--- src/dssm_pkg.sv ---
// Shared types and constants for the dual stack shared memory block.
// Used by the controller, the datapath and the top level; no dependencies.
`default_nettype none

package dssm_pkg;

    localparam int WORD_W = 32;
    localparam int FILL_W = 11;

    localparam logic [FILL_W-1:0] SPACE_RESET = 11'd1024;

    typedef enum logic [1:0] {
        FUNC_PUSH_ONE = 2'd0,
        FUNC_PUSH_TWO = 2'd1,
        FUNC_POP_ONE  = 2'd2,
        FUNC_POP_TWO  = 2'd3
    } func_t;

    typedef enum logic [1:0] {
        ST_OK        = 2'd0,
        ST_OVERFLOW  = 2'd1,
        ST_UNDERFLOW = 2'd2
    } status_t;

    typedef enum logic [1:0] {
        S_IDLE,
        S_HELD,
        S_POP_WAIT
    } state_t;

    // Commands from the controller to the datapath.
    typedef struct packed {
        logic capture;   // latch the item on the ports for later execution
        logic exec;      // execute one operation
        logic use_held;  // take the operation from the latched item
        logic finish;    // move the read word into the result register
    } cmd_t;

    // Status from the datapath to the controller.
    typedef struct packed {
        logic need_read; // the selected operation is a pop from a non-empty stack
    } sts_t;

endpackage

`default_nettype wire

--- src/dssm_ctrl.sv ---
// Controller state machine of the dual stack shared memory block.
// Depends on dssm_pkg; drives the datapath through cmd_t and reads sts_t.
`default_nettype none

module dssm_ctrl (
    input  wire logic          clk,
    input  wire logic          rst_n,
    input  wire logic          in_valid,
    output logic               in_ready,
    output logic               out_valid,
    input  wire logic          out_ready,
    output dssm_pkg::cmd_t     cmd,
    input  wire dssm_pkg::sts_t sts
);
    import dssm_pkg::*;

    state_t state_reg;
    state_t state_next;
    logic   out_valid_reg;
    logic   out_valid_next;
    logic   slot_free;

    assign slot_free = !out_valid_reg || out_ready;
    assign out_valid = out_valid_reg;

    always_ff @(posedge clk or negedge rst_n)
    begin
        if (!rst_n)
        begin
            state_reg     <= S_IDLE;
            out_valid_reg <= 1'b0;
        end
        else
        begin
            state_reg     <= state_next;
            out_valid_reg <= out_valid_next;
        end
    end

    always_comb
    begin
        state_next     = state_reg;
        out_valid_next = out_valid_reg && !out_ready;
        in_ready       = 1'b0;
        cmd            = '0;
        unique case (state_reg)
            S_IDLE:
            begin
                in_ready = 1'b1;
                if (in_valid)
                begin
                    if (slot_free)
                    begin
                        cmd.exec = 1'b1;
                        if (sts.need_read)
                            state_next = S_POP_WAIT;
                        else
                            out_valid_next = 1'b1;
                    end
                    else
                    begin
                        cmd.capture = 1'b1;
                        state_next  = S_HELD;
                    end
                end
            end
            S_HELD:
            begin
                cmd.use_held = 1'b1;
                if (slot_free)
                begin
                    cmd.exec = 1'b1;
                    if (sts.need_read)
                        state_next = S_POP_WAIT;
                    else
                    begin
                        out_valid_next = 1'b1;
                        state_next     = S_IDLE;
                    end
                end
            end
            S_POP_WAIT:
            begin
                // The result register was freed when the pop was executed.
                cmd.finish     = 1'b1;
                out_valid_next = 1'b1;
                state_next     = S_IDLE;
            end
            default:
            begin
                state_next = S_IDLE;
            end
        endcase
    end

endmodule

`default_nettype wire

--- config.mk ---
export PLATFORM = sky130hd
export DESIGN_NAME = dssm_ctrl
export DESIGN_NICKNAME = d
export VERILOG_FILES = /design/src/dssm_pkg.sv /design/src/dssm_ctrl.sv
export SDC_FILE = /design/constraint.sdc
export NUM_CORES = 1
export LEC_CHECK = 0
export BUFFER_PORTS_ARGS = -buffer_cell sky130_fd_sc_hd__buf_4
export CAP_MARGIN = 10
export CORE_AREA = 2 2 39 41
export CTS_CLUSTER_SIZE = 24
export DETAILED_ROUTE_END_ITERATION = 10
export DIE_AREA = 0 0 41 43
export GPL_ROUTABILITY_DRIVEN = 0
export HOLD_SLACK_MARGIN = 0.02
export PLACE_DENSITY = 0.3
export SYNTH_ARGS = -nofsm -noshare
export SYNTH_HDL_FRONTEND = slang
export SYNTH_SLANG_ARGS = --single-unit
--- constraint.sdc ---
create_clock -name clk -period 1.02 [get_ports clk]
set_input_delay 0.051 -clock clk [delete_from_list [all_inputs] [get_ports clk]]
set_output_delay 0.051 -clock clk [all_outputs]
set_load 0.01 [all_outputs]
==> key figures <==
Routing
  – Per-cell via count in the routed design: between 3 and 4
  – Post-Route WL: 476 um
  – Vias: 190
  – Iteration-0 DRC Markers: 1
  – Post-DRT Antenna Nets: 0
  – DRT Pass-1 Iters: 4
  – Wirelength per Cell: 9.52 um
  – DR DRC count: 0

Yosys
  – Simple-gate portion of the synthesized area: 44.9%
  – Largest family of logic cells by synthesized area: simple AND/OR/NAND/NOR gates
  – Number of standard cells after synthesis: 15
  – Portion of the post-synthesis area used by sequential elements: 47.2%
  – Adder and majority cell fraction of the synthesized area: 0%
  – Post-synth net total: 20
  – Number of distinct library cells after synthesis: 10
  – Xor/xnor share of the synthesized area: 0%
  – Fraction of the mapped netlist area in compound gates: under 10%
  – Mean cell area of the mapped netlist: about 11 um^2
  – Combined area of all synthesized cells: ~160 um^2
  – Synth warnings: 0
  – Mux contribution to synthesized area: 0%
  – Post-synthesis sequential element count: 3

Run
  – MaxCap Viol Count: 0

STA
  – Crit path time final: between 1 and 1.5 ns
  – Transition at the pin with the smallest max-transition slack: 0.234 ns
  – Worst Clk Skew: approximately 0.0042 ns
  – Post-route setup TNS: -0.309 ns
  – Setup slack after layout: -0.115 ns
  – Setup violation total in the final timing report: 4
  – Max-slew violation count: 0
  – RSZ-0062 raised after global routing: true
  – Hold violation count in the final report: 0
  – Highest clock rate: between 800 and 900 MHz
  – Relative slew margins: between 80% and 90%
  – Period utilisation layout: 111%

Worst setup path
  – Register-to-register setup slack: 0.05 ns
  – Length in cells of the worst reg-to-reg path: 2
  – Peak fanout along the critical path: 5
  – RR Startpoint: state_reg[1]
  – Type of the setup path with the least slack: reg2out
  – Worst reg2reg endpoint: out_valid
  – Data required time of the critical path: between 0.9 and 1 ns
  – Startpoint types: flop
  – Critical path arrival: between 1 and 1.5 ns
  – CP endpoint kind: output pin

GRT
  – Number of antenna violations at the first check in global routing: 0
  – Overall overflow remaining after global route: 0
  – Global-route wire length before repair: 717 um
  – Number of global-route vias before repair: just over 200
  – Pin count of the biggest net entering global routing: 6
  – Total routing resource utilization after global routing: between 7 and 8%

Die
  – Initial core utilization: about 11%
  – Die extent in y: around 43 um
  – Area of the core region: between 1000 and 1500 um^2
  – Floorplan die area: 1760 um^2
  – Site row count: 14
  – I/O pin count: 11
  – Horizontal die dimension: about 41 um

Finish
  – Diodes inserted: 0
  – Share of post-route cells with drive strength above 1: 73.5%
  – Fill cell instance count of the final layout: between 100 and 150
  – Number of flip-flops in the largest register: 2
  – Final-stage net count: 40
  – Area added between synthesis and finish: 129%
  – Layout Cells excl Fill: 50
  – Utilization after layout: about a quarter

Placed design
  – Post-placement worst setup slack: around 0.097 ns
  – DP Wirelength: 308 um
  – Placed instance count: 41
  – Count of buffers inserted at the top-level ports: 10

Power and ir drop
  – Power density relative to cell area: about 1600 nW/um^2
  – Overall power: ~0.00057 W
  – Worst supply voltage drop on vdd: 0.302 mV
  – Static power due to leakage: about 0.17 nW

Clock network
  – TritonCTS Buffers: 3
  – # H-tree levels: 1
  – Clock transition time at the flip-flop clock pins of the worst setup and hold paths: 0.04 ns
  – Root Driver: clkbuf_4
  – Max clock buf depth: 2
  – Sinks on Clock Net: 3
  – Clock tree from TritonCTS: yes
  – Source-to-sink clock delay at the later pin of the worst-skew pair: ~0.24 ns

Hold path
  – Hold-critical path depth: 2
  – Launch point of the worst hold path: sts
  – Class of the most critical hold timing path: in2reg
  – Worst min-delay path endpoint: out_valid

Outcome
  – Status: finished with violations
  – Violations in the final reports: negative setup slack
## how the worst max path moves through the flow
stage,from,to,slack (ns)
detailed placement,state_reg[1],cmd[3],0.1
global route,out_valid,cmd[3],-0.13
finish,state_reg[1],cmd[3],-0.12
global placement,state_reg[0],out_valid,0.1
CTS,state_reg[0],cmd[2],-0.11
floorplan,state_reg[1],cmd[3],0.09
## cell families after synthesis
kind of cell    after synthesis
simple gates                 10
flops                         3
compound gates                1
buf+inv                       1
## power breakdown
part / leakage (nW) / switching [W] / internal, W
clock: 0.0150 / 0.0000753 / 0.000147
combinational: 0.124 / 0.0000743 / 0.000116
sequential: 0.0353 / 0.0000175 / 0.000135
## synthesized netlist by cell type (all sizes together)
cell type,instances,share of area [%]
o311ai,1,5.5
nor3,2,6.3
and3,1,3.9
nor2,2,4.7
nor2b,2,13
nor4b,1,9.4
nand2b,2,7.9
inv,1,2.4
dfrtp,3,47
## stage by stage
step / cell area [um^2] / hold slack, ns
floorplan: 159 / -0.245
global placement: 254 / -0.160
detailed placement: 254 / -0.160
CTS: 344 / 0.0420
global route: 364 / 0.0640
finish: 364 / 0.0456
## cells in the final DEF, fill, tap and decap left out, types with 2 or more instances in the layout
master | synthesis | layout
buf_4 | 0 | 12
buf_6 | 0 | 2
clkbuf_4 | 0 | 3
dfrtp_2 | 0 | 2
nand2b_1 | 2 | 2
nor2_4 | 0 | 2
## cell type report
class	instances	area, um^2	share of cell area [%]
clock buffer	4	26.3	7.22
timing repair buffer	15	123	33.7
tap	16	20.0	5.50
sequential	3	77.6	21.3
inverter	1	3.75	1.03
multi-input combinational	11	114	31.3
## routing by layer
layer	global-route usage, %	wire [um]	vias to the layer above
met2	10.9	309	6
met1	4.55	122	92
li1	-	-	90
met5	0	0	-
met3	3.14	20	2
met4	12.0	23	0
## critical path: stages, from the launching register on
cell and delay [ns]:
dfrtp_2 0.44, nor2_4 0.12, and3_4 0.18, buf_6 0.09
## repair_timing
action / CTS / global route
gates resized for setup: 7 / 4
pin swaps: 1 / 2
setup endpoints to repair: 5 / 5
endpoints found under the hold margin: 3 / 0
buffers inserted: 4 / 0
hold buffers: 1 / 0
Note: power is estimated with default switching activity, not from simulation.
